### src/prp_pkg.sv
`timescale 1ns / 1ps
// ----------------------------------------------------------------------------
// prp_pkg: shared constants, types and functions
// Fixed-point formats, CORDIC arctangent table, sequencer states and the
// saturation helpers used by the point rotator.
// ----------------------------------------------------------------------------
package prp_pkg;

  localparam int COORD_BITS   = 16;
  localparam int CORDIC_STEPS = 16;

  localparam int FIELD_W = 16;
  localparam int MAG_W   = 16;
  localparam int PHASE_W = 15;

  localparam int DATA_W    = (COORD_BITS + 18 > 36) ? COORD_BITS + 18 : 36;
  localparam int STEP_W    = (CORDIC_STEPS > 1) ? $clog2(CORDIC_STEPS) : 1;
  localparam int TAB_IDX_W = 5;

  localparam int MUL_W  = (DATA_W - 15 > 16) ? DATA_W - 15 : 16;
  localparam int GAIN_W = 31;
  localparam int PROD_W = MUL_W + GAIN_W;
  localparam int Q_W    = PROD_W - 29;

  localparam logic signed [GAIN_W-1:0]  INV_GAIN    = 31'sh26DD3B6A;
  localparam logic signed [DATA_W-1:0]  PI_Q30      = DATA_W'(64'sd3373259426);
  localparam logic signed [FIELD_W-1:0] HALF_PI_Q13 = 16'sd12868;

  localparam longint COORD_MAX = (64'sd1 <<< (COORD_BITS - 1)) - 64'sd1;
  localparam longint COORD_MIN = -COORD_MAX - 64'sd1;

  typedef enum logic [2:0] {
    ST_IDLE,
    ST_ROT,
    ST_GX,
    ST_GY,
    ST_VSET,
    ST_VEC,
    ST_GM,
    ST_OUT
  } state_t;

  typedef enum logic [1:0] {
    G_IDLE,
    G_LO,
    G_HI,
    G_SUM
  } gain_state_t;

  typedef struct packed {
    logic load;
    logic vector_mode;
  } cordic_ctl_t;

  typedef struct packed {
    logic busy;
    logic done;
  } cordic_st_t;

  function automatic logic [31:0] atan_q30(input logic [TAB_IDX_W-1:0] i);
    logic [31:0] r;
    case (i)
      5'd0:    r = 32'h3243F6A8;
      5'd1:    r = 32'h1DAC6705;
      5'd2:    r = 32'h0FADBAFC;
      5'd3:    r = 32'h07F56EA6;
      5'd4:    r = 32'h03FEAB76;
      5'd5:    r = 32'h01FFD55B;
      5'd6:    r = 32'h00FFFAAA;
      5'd7:    r = 32'h007FFF55;
      5'd8:    r = 32'h003FFFEA;
      5'd9:    r = 32'h001FFFFD;
      5'd10:   r = 32'h000FFFFF;
      5'd11:   r = 32'h0007FFFF;
      5'd12:   r = 32'h0003FFFF;
      5'd13:   r = 32'h0001FFFF;
      5'd14:   r = 32'h0000FFFF;
      5'd15:   r = 32'h00007FFF;
      5'd16:   r = 32'h00003FFF;
      5'd17:   r = 32'h00001FFF;
      5'd18:   r = 32'h00000FFF;
      5'd19:   r = 32'h000007FF;
      5'd20:   r = 32'h000003FF;
      5'd21:   r = 32'h000001FF;
      5'd22:   r = 32'h000000FF;
      5'd23:   r = 32'h0000007F;
      5'd24:   r = 32'h0000003F;
      5'd25:   r = 32'h0000001F;
      5'd26:   r = 32'h0000000F;
      5'd27:   r = 32'h00000008;
      5'd28:   r = 32'h00000004;
      5'd29:   r = 32'h00000002;
      5'd30:   r = 32'h00000001;
      default: r = 32'h00000000;
    endcase
    return r;
  endfunction

  function automatic logic signed [COORD_BITS-1:0] sat_coord(
    input logic signed [Q_W-1:0] v
  );
    logic signed [Q_W-1:0] hi;
    logic signed [Q_W-1:0] lo;
    logic signed [COORD_BITS-1:0] r;
    hi = Q_W'(COORD_MAX);
    lo = Q_W'(COORD_MIN);
    if (v > hi) begin
      r = COORD_BITS'(COORD_MAX);
    end else if (v < lo) begin
      r = COORD_BITS'(COORD_MIN);
    end else begin
      r = v[COORD_BITS-1:0];
    end
    return r;
  endfunction

  function automatic logic signed [FIELD_W-1:0] coord_field(
    input logic signed [COORD_BITS-1:0] v
  );
    logic signed [63:0] t;
    t = 64'(v);
    return t[FIELD_W-1:0];
  endfunction

endpackage

### src/prp_req_if.sv
`timescale 1ns / 1ps
// ----------------------------------------------------------------------------
// prp_req_if: request channel
// Carries one load or rotate item with a valid/ready handshake.
// ----------------------------------------------------------------------------
interface prp_req_if;
  logic                                  valid;
  logic                                  ready;
  logic                                  func;
  logic signed [prp_pkg::FIELD_W-1:0]    new_x;
  logic signed [prp_pkg::FIELD_W-1:0]    new_y;
  logic signed [prp_pkg::FIELD_W-1:0]    angle;

  modport source (output valid, func, new_x, new_y, angle, input ready);
  modport sink (input valid, func, new_x, new_y, angle, output ready);
endinterface

### src/prp_rsp_if.sv
`timescale 1ns / 1ps
// ----------------------------------------------------------------------------
// prp_rsp_if: response channel
// Carries the point and its polar form with a valid/ready handshake.
// ----------------------------------------------------------------------------
interface prp_rsp_if;
  logic                                  valid;
  logic                                  ready;
  logic signed [prp_pkg::FIELD_W-1:0]    x_out;
  logic signed [prp_pkg::FIELD_W-1:0]    y_out;
  logic        [prp_pkg::MAG_W-1:0]      magnitude;
  logic signed [prp_pkg::PHASE_W-1:0]    phase;

  modport source (output valid, x_out, y_out, magnitude, phase, input ready);
  modport sink (input valid, x_out, y_out, magnitude, phase, output ready);
endinterface

### src/prp_cordic.sv
`timescale 1ns / 1ps
// ----------------------------------------------------------------------------
// prp_cordic: iterative CORDIC engine
// One shift-add step per cycle in rotation or vectoring mode, shared by the
// rotate and polar passes.
// ----------------------------------------------------------------------------
module prp_cordic (
  input  logic                                clk,
  input  logic                                rst,
  input  prp_pkg::cordic_ctl_t                ctl,
  input  logic signed [prp_pkg::DATA_W-1:0]   x0,
  input  logic signed [prp_pkg::DATA_W-1:0]   y0,
  input  logic signed [prp_pkg::DATA_W-1:0]   z0,
  output prp_pkg::cordic_st_t                 st,
  output logic signed [prp_pkg::DATA_W-1:0]   x,
  output logic signed [prp_pkg::DATA_W-1:0]   y,
  output logic signed [prp_pkg::DATA_W-1:0]   z
);

  logic [prp_pkg::STEP_W-1:0]          idx;
  logic                                mode;
  logic                                busy;
  logic                                done;
  logic                                up;
  logic signed [prp_pkg::DATA_W-1:0]   dx;
  logic signed [prp_pkg::DATA_W-1:0]   dy;
  logic signed [prp_pkg::DATA_W-1:0]   at;
  logic signed [prp_pkg::DATA_W-1:0]   x_next;
  logic signed [prp_pkg::DATA_W-1:0]   y_next;
  logic signed [prp_pkg::DATA_W-1:0]   z_next;

  always_comb begin
    dx = y >>> idx;
    dy = x >>> idx;
    at = prp_pkg::DATA_W'(prp_pkg::atan_q30(prp_pkg::TAB_IDX_W'(idx)));
    up = mode ? !y[prp_pkg::DATA_W-1] : z[prp_pkg::DATA_W-1];
    x_next = up ? x + dx : x - dx;
    y_next = up ? y - dy : y + dy;
    z_next = up ? z + at : z - at;
  end

  always_ff @(posedge clk) begin
    if (rst) begin
      busy <= 1'b0;
      done <= 1'b0;
      idx  <= '0;
      mode <= 1'b0;
    end else begin
      done <= 1'b0;
      if (ctl.load) begin
        busy <= 1'b1;
        idx  <= '0;
        mode <= ctl.vector_mode;
      end else if (busy) begin
        idx <= idx + prp_pkg::STEP_W'(1);
        if (idx == prp_pkg::STEP_W'(prp_pkg::CORDIC_STEPS - 1)) begin
          busy <= 1'b0;
          done <= 1'b1;
        end
      end
    end
  end

  always_ff @(posedge clk) begin
    if (ctl.load) begin
      x <= x0;
      y <= y0;
      z <= z0;
    end else if (busy) begin
      x <= x_next;
      y <= y_next;
      z <= z_next;
    end
  end

  assign st.busy = busy;
  assign st.done = done;

  property p_done_after_busy;
    @(posedge clk) disable iff (rst) done |-> $past(busy);
  endproperty
  assert property (p_done_after_busy)
    else $error("cordic done without a running pass");

endmodule

### src/prp_gain.sv
`timescale 1ns / 1ps
// ----------------------------------------------------------------------------
// prp_gain: CORDIC gain correction and rounding
// Multiplies by 1/K in two partial products on one multiplier, then rounds
// from Q.26 to Q.12.
// ----------------------------------------------------------------------------
module prp_gain (
  input  logic                                clk,
  input  logic                                rst,
  input  logic                                start,
  input  logic signed [prp_pkg::DATA_W-1:0]   v,
  output logic                                done,
  output logic signed [prp_pkg::Q_W-1:0]      q
);

  prp_pkg::gain_state_t                gst;
  prp_pkg::gain_state_t                gst_next;
  logic signed [prp_pkg::DATA_W-1:0]   vreg;
  logic signed [prp_pkg::PROD_W-1:0]   prod;
  logic signed [prp_pkg::PROD_W-1:0]   acc;
  logic signed [prp_pkg::MUL_W-1:0]    lo_op;
  logic signed [prp_pkg::MUL_W-1:0]    hi_op;
  logic signed [prp_pkg::MUL_W-1:0]    op;
  logic signed [prp_pkg::PROD_W-1:0]   mul;
  logic signed [prp_pkg::PROD_W-1:0]   sum;

  always_ff @(posedge clk) begin
    if (rst) begin
      gst <= prp_pkg::G_IDLE;
    end else begin
      gst <= gst_next;
    end
  end

  always_comb begin
    gst_next = gst;
    case (gst)
      prp_pkg::G_IDLE: begin
        if (start) begin
          gst_next = prp_pkg::G_LO;
        end
      end
      prp_pkg::G_LO:  gst_next = prp_pkg::G_HI;
      prp_pkg::G_HI:  gst_next = prp_pkg::G_SUM;
      prp_pkg::G_SUM: gst_next = prp_pkg::G_IDLE;
      default:        gst_next = prp_pkg::G_IDLE;
    endcase
  end

  always_comb begin
    lo_op = prp_pkg::MUL_W'({1'b0, vreg[14:0]});
    hi_op = prp_pkg::MUL_W'(vreg >>> 15);
    op    = (gst == prp_pkg::G_LO) ? lo_op : hi_op;
    mul   = op * prp_pkg::INV_GAIN;
    sum   = prod + acc + prp_pkg::PROD_W'(64'sd1 <<< 28);
  end

  always_ff @(posedge clk) begin
    if (rst) begin
      done <= 1'b0;
    end else begin
      done <= (gst == prp_pkg::G_SUM);
    end
  end

  always_ff @(posedge clk) begin
    if (gst == prp_pkg::G_IDLE && start) begin
      vreg <= v;
    end
    if (gst == prp_pkg::G_LO || gst == prp_pkg::G_HI) begin
      prod <= mul;
    end
    if (gst == prp_pkg::G_HI) begin
      acc <= prod >>> 15;
    end
    if (gst == prp_pkg::G_SUM) begin
      q <= sum[prp_pkg::PROD_W-1:29];
    end
  end

endmodule

### src/point_rotate_polar.sv
`timescale 1ns / 1ps
// ----------------------------------------------------------------------------
// point_rotate_polar: 2D point rotator with polar readout
// Holds one signed Q3.12 point. A request item with func = 0 loads the point
// from new_x/new_y; with func = 1 it turns the stored point clockwise by
// angle (Q2.13 radians), saturating the result. Each request gives one
// response item: the point, its magnitude (Q4.12) and phase (Q1.13).
// Requests and responses use valid/ready; an item moves when both are high.
// One item at a time: ready is high only while idle. A shared CORDIC
// engine (one step per cycle) and a shared gain multiplier do the work in order:
//   load:   vectoring pass, magnitude gain, then the response
//   rotate: rotation pass, x gain, y gain, vectoring pass, magnitude gain, then the response
// The next request is taken the cycle after the response is taken.
// The response holds steady while the receiver stalls.
// Reset clears the point to the origin and returns the sequencer to idle.
// ----------------------------------------------------------------------------
module point_rotate_polar (
  input  logic        clk,
  input  logic        rst,
  prp_req_if.sink     req,
  prp_rsp_if.source   rsp
);

  prp_pkg::state_t                        state;
  prp_pkg::state_t                        state_next;
  prp_pkg::cordic_ctl_t                   core_ctl;
  prp_pkg::cordic_st_t                    core_st;
  logic signed [prp_pkg::DATA_W-1:0]      core_x;
  logic signed [prp_pkg::DATA_W-1:0]      core_y;
  logic signed [prp_pkg::DATA_W-1:0]      core_z;
  logic signed [prp_pkg::DATA_W-1:0]      x0;
  logic signed [prp_pkg::DATA_W-1:0]      y0;
  logic signed [prp_pkg::DATA_W-1:0]      z0;
  logic                                   gain_start;
  logic                                   gain_sel_y;
  logic                                   gain_done;
  logic signed [prp_pkg::DATA_W-1:0]      gain_v;
  logic signed [prp_pkg::Q_W-1:0]         gq;

  logic signed [prp_pkg::COORD_BITS-1:0]  x_pos;
  logic signed [prp_pkg::COORD_BITS-1:0]  y_pos;
  logic        [prp_pkg::MAG_W-1:0]       mag_r;
  logic signed [prp_pkg::PHASE_W-1:0]     phase_r;

  logic signed [prp_pkg::DATA_W-1:0]      xs;
  logic signed [prp_pkg::DATA_W-1:0]      ys;
  logic signed [prp_pkg::DATA_W-1:0]      a17;
  logic                                   big_pos;
  logic                                   big_neg;
  logic                                   flip;
  logic signed [prp_pkg::DATA_W-1:0]      zr;
  logic signed [prp_pkg::DATA_W-1:0]      half_ext;
  logic        [prp_pkg::MAG_W-1:0]       mag_next;
  logic signed [prp_pkg::PHASE_W-1:0]     phase_next;

  prp_cordic u_cordic (
    .clk (clk),
    .rst (rst),
    .ctl (core_ctl),
    .x0  (x0),
    .y0  (y0),
    .z0  (z0),
    .st  (core_st),
    .x   (core_x),
    .y   (core_y),
    .z   (core_z)
  );

  prp_gain u_gain (
    .clk   (clk),
    .rst   (rst),
    .start (gain_start),
    .v     (gain_v),
    .done  (gain_done),
    .q     (gq)
  );

  assign gain_v = gain_sel_y ? core_y : core_x;

  // CORDIC seed: rotation from the request angle, vectoring from the point
  always_comb begin
    xs      = prp_pkg::DATA_W'(x_pos) <<< 14;
    ys      = prp_pkg::DATA_W'(y_pos) <<< 14;
    a17     = prp_pkg::DATA_W'(req.angle) <<< 17;
    big_pos = req.angle > prp_pkg::HALF_PI_Q13;
    big_neg = req.angle < -prp_pkg::HALF_PI_Q13;
    if (state == prp_pkg::ST_IDLE) begin
      flip = big_pos || big_neg;
      if (big_pos) begin
        z0 = prp_pkg::PI_Q30 - a17;
      end else if (big_neg) begin
        z0 = -a17 - prp_pkg::PI_Q30;
      end else begin
        z0 = -a17;
      end
    end else begin
      flip = x_pos[prp_pkg::COORD_BITS-1];
      z0   = '0;
    end
    x0 = flip ? -xs : xs;
    y0 = flip ? -ys : ys;
  end

  // polar results from the vectoring pass
  always_comb begin
    half_ext = prp_pkg::DATA_W'(prp_pkg::HALF_PI_Q13);
    zr       = (core_z + prp_pkg::DATA_W'(65536)) >>> 17;
    if (gq < 0) begin
      mag_next = '0;
    end else if (gq > prp_pkg::Q_W'(65535)) begin
      mag_next = '1;
    end else begin
      mag_next = gq[prp_pkg::MAG_W-1:0];
    end
    if (x_pos == '0) begin
      if (y_pos > 0) begin
        phase_next = prp_pkg::PHASE_W'(prp_pkg::HALF_PI_Q13);
      end else if (y_pos < 0) begin
        phase_next = prp_pkg::PHASE_W'(-prp_pkg::HALF_PI_Q13);
      end else begin
        phase_next = '0;
      end
    end else if (y_pos == '0) begin
      phase_next = '0;
    end else if (zr > half_ext) begin
      phase_next = prp_pkg::PHASE_W'(prp_pkg::HALF_PI_Q13);
    end else if (zr < -half_ext) begin
      phase_next = prp_pkg::PHASE_W'(-prp_pkg::HALF_PI_Q13);
    end else begin
      phase_next = zr[prp_pkg::PHASE_W-1:0];
    end
  end

  always_ff @(posedge clk) begin
    if (rst) begin
      state <= prp_pkg::ST_IDLE;
    end else begin
      state <= state_next;
    end
  end

  always_comb begin
    state_next           = state;
    core_ctl.load        = 1'b0;
    core_ctl.vector_mode = 1'b0;
    gain_start           = 1'b0;
    gain_sel_y           = 1'b0;
    req.ready            = 1'b0;
    rsp.valid            = 1'b0;
    case (state)
      prp_pkg::ST_IDLE: begin
        req.ready = 1'b1;
        if (req.valid) begin
          if (req.func) begin
            core_ctl.load = 1'b1;
            state_next    = prp_pkg::ST_ROT;
          end else begin
            state_next = prp_pkg::ST_VSET;
          end
        end
      end
      prp_pkg::ST_ROT: begin
        if (core_st.done) begin
          gain_start = 1'b1;
          state_next = prp_pkg::ST_GX;
        end
      end
      prp_pkg::ST_GX: begin
        if (gain_done) begin
          gain_start = 1'b1;
          gain_sel_y = 1'b1;
          state_next = prp_pkg::ST_GY;
        end
      end
      prp_pkg::ST_GY: begin
        if (gain_done) begin
          state_next = prp_pkg::ST_VSET;
        end
      end
      prp_pkg::ST_VSET: begin
        core_ctl.load        = 1'b1;
        core_ctl.vector_mode = 1'b1;
        state_next           = prp_pkg::ST_VEC;
      end
      prp_pkg::ST_VEC: begin
        if (core_st.done) begin
          gain_start = 1'b1;
          state_next = prp_pkg::ST_GM;
        end
      end
      prp_pkg::ST_GM: begin
        if (gain_done) begin
          state_next = prp_pkg::ST_OUT;
        end
      end
      prp_pkg::ST_OUT: begin
        rsp.valid = 1'b1;
        if (rsp.ready) begin
          state_next = prp_pkg::ST_IDLE;
        end
      end
      default: state_next = prp_pkg::ST_IDLE;
    endcase
  end

  always_ff @(posedge clk) begin
    if (rst) begin
      x_pos <= '0;
      y_pos <= '0;
    end else begin
      if (state == prp_pkg::ST_IDLE && req.valid && !req.func) begin
        x_pos <= prp_pkg::sat_coord(prp_pkg::Q_W'(req.new_x));
        y_pos <= prp_pkg::sat_coord(prp_pkg::Q_W'(req.new_y));
      end
      if (state == prp_pkg::ST_GX && gain_done) begin
        x_pos <= prp_pkg::sat_coord(gq);
      end
      if (state == prp_pkg::ST_GY && gain_done) begin
        y_pos <= prp_pkg::sat_coord(gq);
      end
    end
  end

  always_ff @(posedge clk) begin
    if (state == prp_pkg::ST_GM && gain_done) begin
      mag_r   <= mag_next;
      phase_r <= phase_next;
    end
  end

  assign rsp.x_out     = prp_pkg::coord_field(x_pos);
  assign rsp.y_out     = prp_pkg::coord_field(y_pos);
  assign rsp.magnitude = mag_r;
  assign rsp.phase     = phase_r;

  property p_core_done_state;
    @(posedge clk) disable iff (rst)
      core_st.done |-> (state == prp_pkg::ST_ROT || state == prp_pkg::ST_VEC);
  endproperty
  assert property (p_core_done_state)
    else $error("cordic pass ended outside a CORDIC wait state");

  property p_gain_done_state;
    @(posedge clk) disable iff (rst)
      gain_done |->
        (state == prp_pkg::ST_GX || state == prp_pkg::ST_GY || state == prp_pkg::ST_GM);
  endproperty
  assert property (p_gain_done_state)
    else $error("gain result arrived outside a gain wait state");

  property p_no_overlap;
    @(posedge clk) disable iff (rst) !(req.ready && rsp.valid);
  endproperty
  assert property (p_no_overlap)
    else $error("request taken while a response is pending");

  property p_phase_range;
    @(posedge clk) disable iff (rst)
      rsp.valid |-> (phase_r <= prp_pkg::PHASE_W'(prp_pkg::HALF_PI_Q13) &&
                     phase_r >= prp_pkg::PHASE_W'(-prp_pkg::HALF_PI_Q13));
  endproperty
  assert property (p_phase_range)
    else $error("phase outside a quarter turn");

  property p_idle_after_output;
    @(posedge clk) disable iff (rst) (rsp.valid && rsp.ready) |=> req.ready;
  endproperty
  assert property (p_idle_after_output)
    else $error("not idle after the response item left");

endmodule
### src/flat_wrapper.sv
// flat-port wrapper written by rule: the top's interface ports become plain ports
module point_rotate_polar_flat 
  (clk, rst, req_valid, req_func, req_new_x, req_new_y, req_angle, req_ready, rsp_valid, rsp_x_out, rsp_y_out, rsp_magnitude, rsp_phase, rsp_ready);
  prp_req_if req_i ();
  prp_rsp_if rsp_i ();
  input  logic clk;
  input  logic rst;
  input wire logic [$bits(req_i.valid)-1:0] req_valid;
  input wire logic [$bits(req_i.func)-1:0] req_func;
  input wire logic [$bits(req_i.new_x)-1:0] req_new_x;
  input wire logic [$bits(req_i.new_y)-1:0] req_new_y;
  input wire logic [$bits(req_i.angle)-1:0] req_angle;
  output wire logic [$bits(req_i.ready)-1:0] req_ready;
  output wire logic [$bits(rsp_i.valid)-1:0] rsp_valid;
  output wire logic [$bits(rsp_i.x_out)-1:0] rsp_x_out;
  output wire logic [$bits(rsp_i.y_out)-1:0] rsp_y_out;
  output wire logic [$bits(rsp_i.magnitude)-1:0] rsp_magnitude;
  output wire logic [$bits(rsp_i.phase)-1:0] rsp_phase;
  input wire logic [$bits(rsp_i.ready)-1:0] rsp_ready;
  assign req_i.valid = req_valid;
  assign req_i.func = req_func;
  assign req_i.new_x = req_new_x;
  assign req_i.new_y = req_new_y;
  assign req_i.angle = req_angle;
  assign req_ready = req_i.ready;
  assign rsp_valid = rsp_i.valid;
  assign rsp_x_out = rsp_i.x_out;
  assign rsp_y_out = rsp_i.y_out;
  assign rsp_magnitude = rsp_i.magnitude;
  assign rsp_phase = rsp_i.phase;
  assign rsp_i.ready = rsp_ready;
  point_rotate_polar u_core (.clk(clk), .rst(rst), .req(req_i), .rsp(rsp_i));
endmodule
### config.mk
export PLATFORM = sky130hd
export DESIGN_NAME = point_rotate_polar_flat
export DESIGN_NICKNAME = d
export VERILOG_FILES = /design/src/prp_pkg.sv /design/src/prp_req_if.sv /design/src/prp_rsp_if.sv /design/src/prp_cordic.sv /design/src/prp_gain.sv /design/src/point_rotate_polar.sv /design/src/flat_wrapper.sv
export SDC_FILE = /design/constraint.sdc
export NUM_CORES = 2
export LEC_CHECK = 0
export BUFFER_PORTS_ARGS = -buffer_cell sky130_fd_sc_hd__buf_4
export CORE_AREA = 10 10 290 431
export CTS_CLUSTER_SIZE = 28
export DETAILED_ROUTE_END_ITERATION = 7
export DIE_AREA = 0 0 300 441
export PLACE_DENSITY_LB_ADDON = 0.08
export SLEW_MARGIN = 0
export SYNTH_ARGS = -nofsm -noshare
export SYNTH_HDL_FRONTEND = slang
export SYNTH_SLANG_ARGS = --single-unit
### constraint.sdc
create_clock -name clk -period 13.4 [get_ports clk]
set_input_delay 2.68 -clock clk [delete_from_list [all_inputs] [get_ports clk]]
set_output_delay 2.68 -clock clk [all_outputs]
set_load 0.02 [all_outputs]
Word level (Yosys, flattened, before mapping)

Memory sizes are Yosys's and may differ from the RTL's. A register that Yosys moved wholly into a read port is not among the register bits.
Index checks and enable logic that the tools add are counted.

Register bits after elaboration: 331
ROM bits: 480
Input port bits: 53
Output and inout bits: 65
Word-level logic and storage cells: 154
Memories: 1

Memory list:

| name             | depth | bits a word | read ports | clocked after memory_dff | write ports | line          | source |
|---|---|---|---|---|---|---|---|
| (name not given) | 16    | 30          | 1          | 1                        | 0           | prp_pkg.sv:62 | `case (i)` |

Add/subtract/negate cells: 15
Multipliers: 1
Order comparisons: 14
Equal/unequal tests: 19
Shift operators: 2
Multiplexer cells: 62
Bitwise logic cells: 1
Reductions and logical operators: 21

Operator list:

| cell                   | count |
|---|---|
| $mux 36                | 15 |
| $mux 16                | 11 |
| $mux 15                | 6 |
| $add 36x36->36         | 2 |
| $neg 30->36            | 2 |
| $sshr 36x4->36         | 2 |
| $sub 36x36->36         | 2 |
| $add 52x30->52 const B | 1 |
| $add 52x37->52         | 1 |
| $mul 21x30->51 const B | 1 |
| $add 36x18->36 const B | 1 |
| $add 36x33->36         | 1 |
| $neg 33->36            | 1 |
| $sub 36x33->36         | 1 |
| $sub 36x33->36 const B | 1 |
| $sub 33x33->34 const A | 1 |
| $gt 16x16->1 const B   | 2 |
| $logic_not 16->1       | 2 |
| $lt 16x16->1 const B   | 2 |
| $mux 3                 | 8 |
| $pmux 3 s8             | 1 |
| $gt 23x16->1 const B   | 1 |
| $gt 23x17->1 const B   | 1 |
| $lt 23x1->1 const B    | 1 |
| other kinds (31)       | 68 |

Depth between registers and ports, before layout

Depth in word-level cells: 6
Gate-level depth with buffers: 31
Depth with buffers taken out: 29

By module

A second synthesis with hierarchy kept.

Cell total of the unflattened synthesis: 4583
Area, all modules: 41816.4 um^2

By module, submodules not included:

| module             | times used | cells an instance | area each (um^2) | sequential area each (um^2) |
|---|---|---|---|---|
| prp_gain           | 1          | 1661              | 18189.9          | 4444.3 |
| prp_cordic         | 1          | 2065              | 17501.8          | 3963.8 |
| point_rotate_polar | 1          | 857               | 6124.6           | 1631.6 |

Worst setup path after synthesis

No wires, ideal clock.

Kind: reg2reg
Start point: register u_core.u_gain.gst[1]
End point: register u_core.u_gain.prod[49] (netlist name) (data pin)
Library setup time: 258 ps
Arrival: 7628 ps
Required time: 13142 ps
Setup slack: 5514 ps
Stages on the path, launching flop included: 28
Buffers on the path: 1
Clock period less this slack: 7886 ps
Path through: dfxtp_1 inv_1 ha_1 buf_1 mux2i_1 inv_1 ha_1 inv_1 fa_1 fa_1 fa_1 inv_1 fa_1 inv_1 fa_1 inv_1 fa_1 ha_1 and3_1 a221o_1 a2111oi_0 nor4_1 o2111ai_1 a41oi_1 a21o_1 nor2b_1 a211o_1 xor2_1

Longest elaborated chain between the ends: 3

RTL lines:

| what                           | line           | source |
|---|---|---|
| start, declared                | prp_gain.sv:16 | `prp_pkg::gain_state_t gst;` |
| start signal, assigned         | prp_gain.sv:29 | `gst <= prp_pkg::G_IDLE;` |
| start signal, assigned         | prp_gain.sv:31 | `gst <= gst_next;` |
| $eq 2x1->1                     | prp_gain.sv:53 | `op = (gst == prp_pkg::G_LO) ? lo_op : hi_op;` |
| $mux 21                        | prp_gain.sv:53 |  |
| $mul 21x30->51                 | prp_gain.sv:54 | `mul = op * prp_pkg::INV_GAIN;` |
| via u_core.u_gain.mul, one bit | prp_gain.sv:24 | `logic signed [prp_pkg::PROD_W-1:0] mul;` |
| end signal, assigned           | prp_gain.sv:71 | `prod <= mul;` |
| end, declared                  | prp_gain.sv:19 | `logic signed [prp_pkg::PROD_W-1:0] prod;` |

The timed path passes the listed nets, and every way through them passes these cells.
A chain may end at the register's enable or synchronous reset.

Worst setup path after layout

Start point: register u_core.u_gain.gst[1]
End point: register u_core.u_gain.prod[45] (netlist name) (data pin)

Same word-level chain as after synthesis.

==> metrics.cfg <==
[placement]
portBuffers = 117
placed_cells = 5880
globalplace.congestion = 0.899
dp_hpwl_um = 120000
dpl_worst_slack_ns = 4.09

[die]
rows = 154
die-area_mm2 = 0.132
fp.coreArea_mm2 = 0.117
ioPinCount = 118
die_w_um = 300
die_y_um = 441
start_util_pct = 34.7

[yosys]
avgSynthCellArea_um2 = 9.37
async_flop_share_pct = 0
synthFlopType = edfxtp_1
ys_seq_area_share_pct = 24.7
synth-edff-count = 285
synthCells = 4332
yosys_warnings = 0
syn-num-nets = 5075
synth_area_mm2 = 0.0406
synth_cell_types = 103
ys_ff_latch = 359

[timing]
max_slew_margin_pct = 13.7
max_freq_mhz = 108
slew_violations = 0
hold_ws_ns = 0.501
fin_tns_setup_ns = 0
rsz0062_at_grt = no
clock_skew_ns = 0.0311
hold_violations = 0
min_period_ns = 9.22
finalCritPeriodShare_pct = 68.8
worst_slew_pin_slew_ns = 1.26
setup_ws_ns = 4.18
finalSetupViolCount = 0

[global_routing]
grt_max_degree = 64
grt_remaining_overflow = 0
grt_pass1_vias = 33900
antenna_found_initial = 0
grtUsageTotal_pct = 21.7
grt_pass1_wl_um = 215000

[worst_setup_path]
reg2regPathDepth = 27
crit_type = flip-flop to flip-flop
rr_endpoint = u_core.u_gain.prod[45]
required_ns = 13.77
r2r_start = u_core.u_gain.gst[1]
cp.arrival_ns = 9.59
critPathLaunchType = flip-flop
crit_path_max_fanout = 23
critical_path.max_stage_delay_ns = 1.00
cp_num_buf_inv = 7
cp-end-kind = flip-flop
crit_family = adder cells
r2r_setup_slack_ns = 4.18
crit_start = u_core.u_gain.gst[1]
crit_slowest_cell = a2111oi_0

[route]
dr.first_iter.drc_count = 1728
drt.antenna.violating_nets = 0
vias = 32200
post_drt_wl_per_cell_um = 24.6
drc = 0
drt_wl_total_um = 146000
first_pass_iters = 5
vias_per_cell = 5.41

[clocking]
cts_resized = 0
cts_htree_levels = 2
clock-sinks = 359
root_buffer = clkbuf_16
cts_hold_buf = 0
post_cts_buffers = 0
cts_made_buffers = 43
path_clk_slew_ns = 0.07
worst_skew_pair.late_latency_ns = 0.63
clockBufferDepth = 3
tritoncts = yes

[worst_hold_path]
min_path_type = flip-flop to flip-flop
hold_start = u_core.u_gain.prod[28]
hold_depth = 0
hold_path_end = u_core.u_gain.acc[13]

[finish]
multi_input_area_mm2 = 0.0280
ff_latch_area_mm2 = 0.0101
areaGrowthSynthToFinish_pct = 9.11
instances_no_fill = 5958
drive_gt1_share_pct = 8.23
nFillCells = 12100
nets = 5108

[job]
maxCapViolations = 0

[status]
run_status = finished, final reports clean

stage by stage:
| step | utilization [%] | area (um2) |
|---|---|---|
| after floorplan | - | 40600 |
| after detailed placement | 36.7 | 43000 |
| after global placement | 36.7 | 43000 |
| final | 37.8 | 44300 |
| after CTS | 37.8 | 44300 |
| after global routing | 37.8 | 44300 |
worst max path at each step:
stage                     slack, ns  cells past startpoint                      to
final                          4.18                     27  u_core.u_gain.prod[45]
after global routing           3.61                     27  u_core.u_gain.prod[45]
after CTS                      4.08                     27  u_core.u_gain.prod[49]
after detailed placement       4.09                     27  u_core.u_gain.prod[49]
after global placement         4.14                     27  u_core.u_gain.prod[49]
after floorplan                5.51                     27  u_core.u_gain.prod[49]
sequential cells by signal (all words and copies together), names as in the netlist, 3 cells and up:
name / flops
u_core.u_gain.prod: 51
u_core.u_cordic.x: 36
u_core.u_cordic.y: 36
u_core.u_cordic.z: 36
u_core.u_gain.acc: 36
u_core.u_gain.vreg: 36
u_core.u_cordic.at: 29
u_core.u_gain.q: 23
u_core.rsp.magnitude: 16
u_core.rsp.x_out: 16
u_core.rsp.y_out: 16
u_core.rsp.phase: 15
u_core.u_cordic.idx: 4
u_core.state: 3
logic make-up (layout without fill, tap and decap cells):
logic type / after synthesis / in the layout / share of synthesized area [%]
other: 0 / 1 / 0
adders and majority gates: 690 / 690 / 25.9
xor gates and xnor gates: 314 / 314 / 6.81
and+or+nand+nor: 1111 / 1111 / 12.8
buffers and inverters: 638 / 703 / 6.36
DFF: 359 / 359 / 24.7
AOI/OAI and AO/OA: 1008 / 1008 / 15.9
muxes: 212 / 212 / 7.52
metal layers:
| layer | GRT usage, % | vias up | part of all wire, % |
|---|---|---|---|
| li1 | - | 15500 | - |
| met1 | 21.2 | 16000 | 35 |
| met3 | 1.58 | 255 | 1.9 |
| met2 | 43.8 | 555 | 57 |
| met4 | 12.2 | 0 | 6.3 |
| met5 | 0 | - | 0 |
synthesized netlist by cell type (33+ instances only):
| cell type | n | area [um2] |
|---|---|---|
| fa_1 | 253 | 5060 |
| ha_1 | 437 | 5470 |
| xnor2_1 | 187 | 1640 |
| a211oi_1 | 70 | 526 |
| mux2i_1 | 110 | 1100 |
| xor2_1 | 126 | 1100 |
| nand2b_1 | 33 | 206 |
| o22ai_1 | 33 | 206 |
| a21o_1 | 107 | 803 |
| inv_1 | 473 | 1780 |
| o21a_1 | 38 | 285 |
| nand2_1 | 397 | 1490 |
| o21ai_0 | 219 | 1100 |
| a21oi_1 | 272 | 1360 |
| dfxtp_1 | 74 | 1480 |
| and3_1 | 44 | 275 |
| nand3_1 | 61 | 305 |
| nor2_1 | 307 | 1150 |
| edfxtp_1 | 285 | 8560 |
| mux4_2 | 55 | 1240 |
| nor3_1 | 70 | 350 |
| a31oi_1 | 40 | 250 |
| clkbuf_1 | 104 | 390 |
cells in the final DEF, fill, tap and decap left out, drive strengths merged, types with 10 or more instances in the layout:
master	count
inv	481
ha	437
nand2	399
nor2	309
edfxtp	285
a21oi	272
fa	253
o21ai	227
xnor2	187
buf	151
xor2	126
mux2i	113
a21o	107
dfxtp	74
a211oi	71
nor3	70
mux4	66
nand3	61
clkbuf	53
and3	44
a31oi	40
o21a	38
o22ai	33
nand2b	33
mux2	33
o21bai	29
nor2b	28
o31ai	27
nand4	26
or3	25
and2	25
nor4	23
a21boi	21
o211ai	21
or2	14
clkinv	12
nor3b	11
o31a	10
nand3b	10
final cells by class:
cell class / instances / share of cell area [%]
multi-input cells: 3335 / 63.3
well taps: 1560 / 4.41
clock buffers: 53 / 2.61
flip-flops and latches: 359 / 22.7
repair buffers: 151 / 2.56
inverters: 475 / 4.03
clock inverters: 24 / 0.390
diodes: 1 / 0.00565
worst reg2reg max path: cells and delay by family, from the launching register on:
kind	cells	cell delay (ns)
compound gates	7	2.56
xor+xnor	1	0.16
fa+ha+maj	9	3.74
buf+inv	7	1.05
flops	1	0.34
mux	1	0.64
simple gates	2	0.47
Power is not shown: default switching activity piles up to over one toggle a cycle in this logic, so the estimate is an artifact.
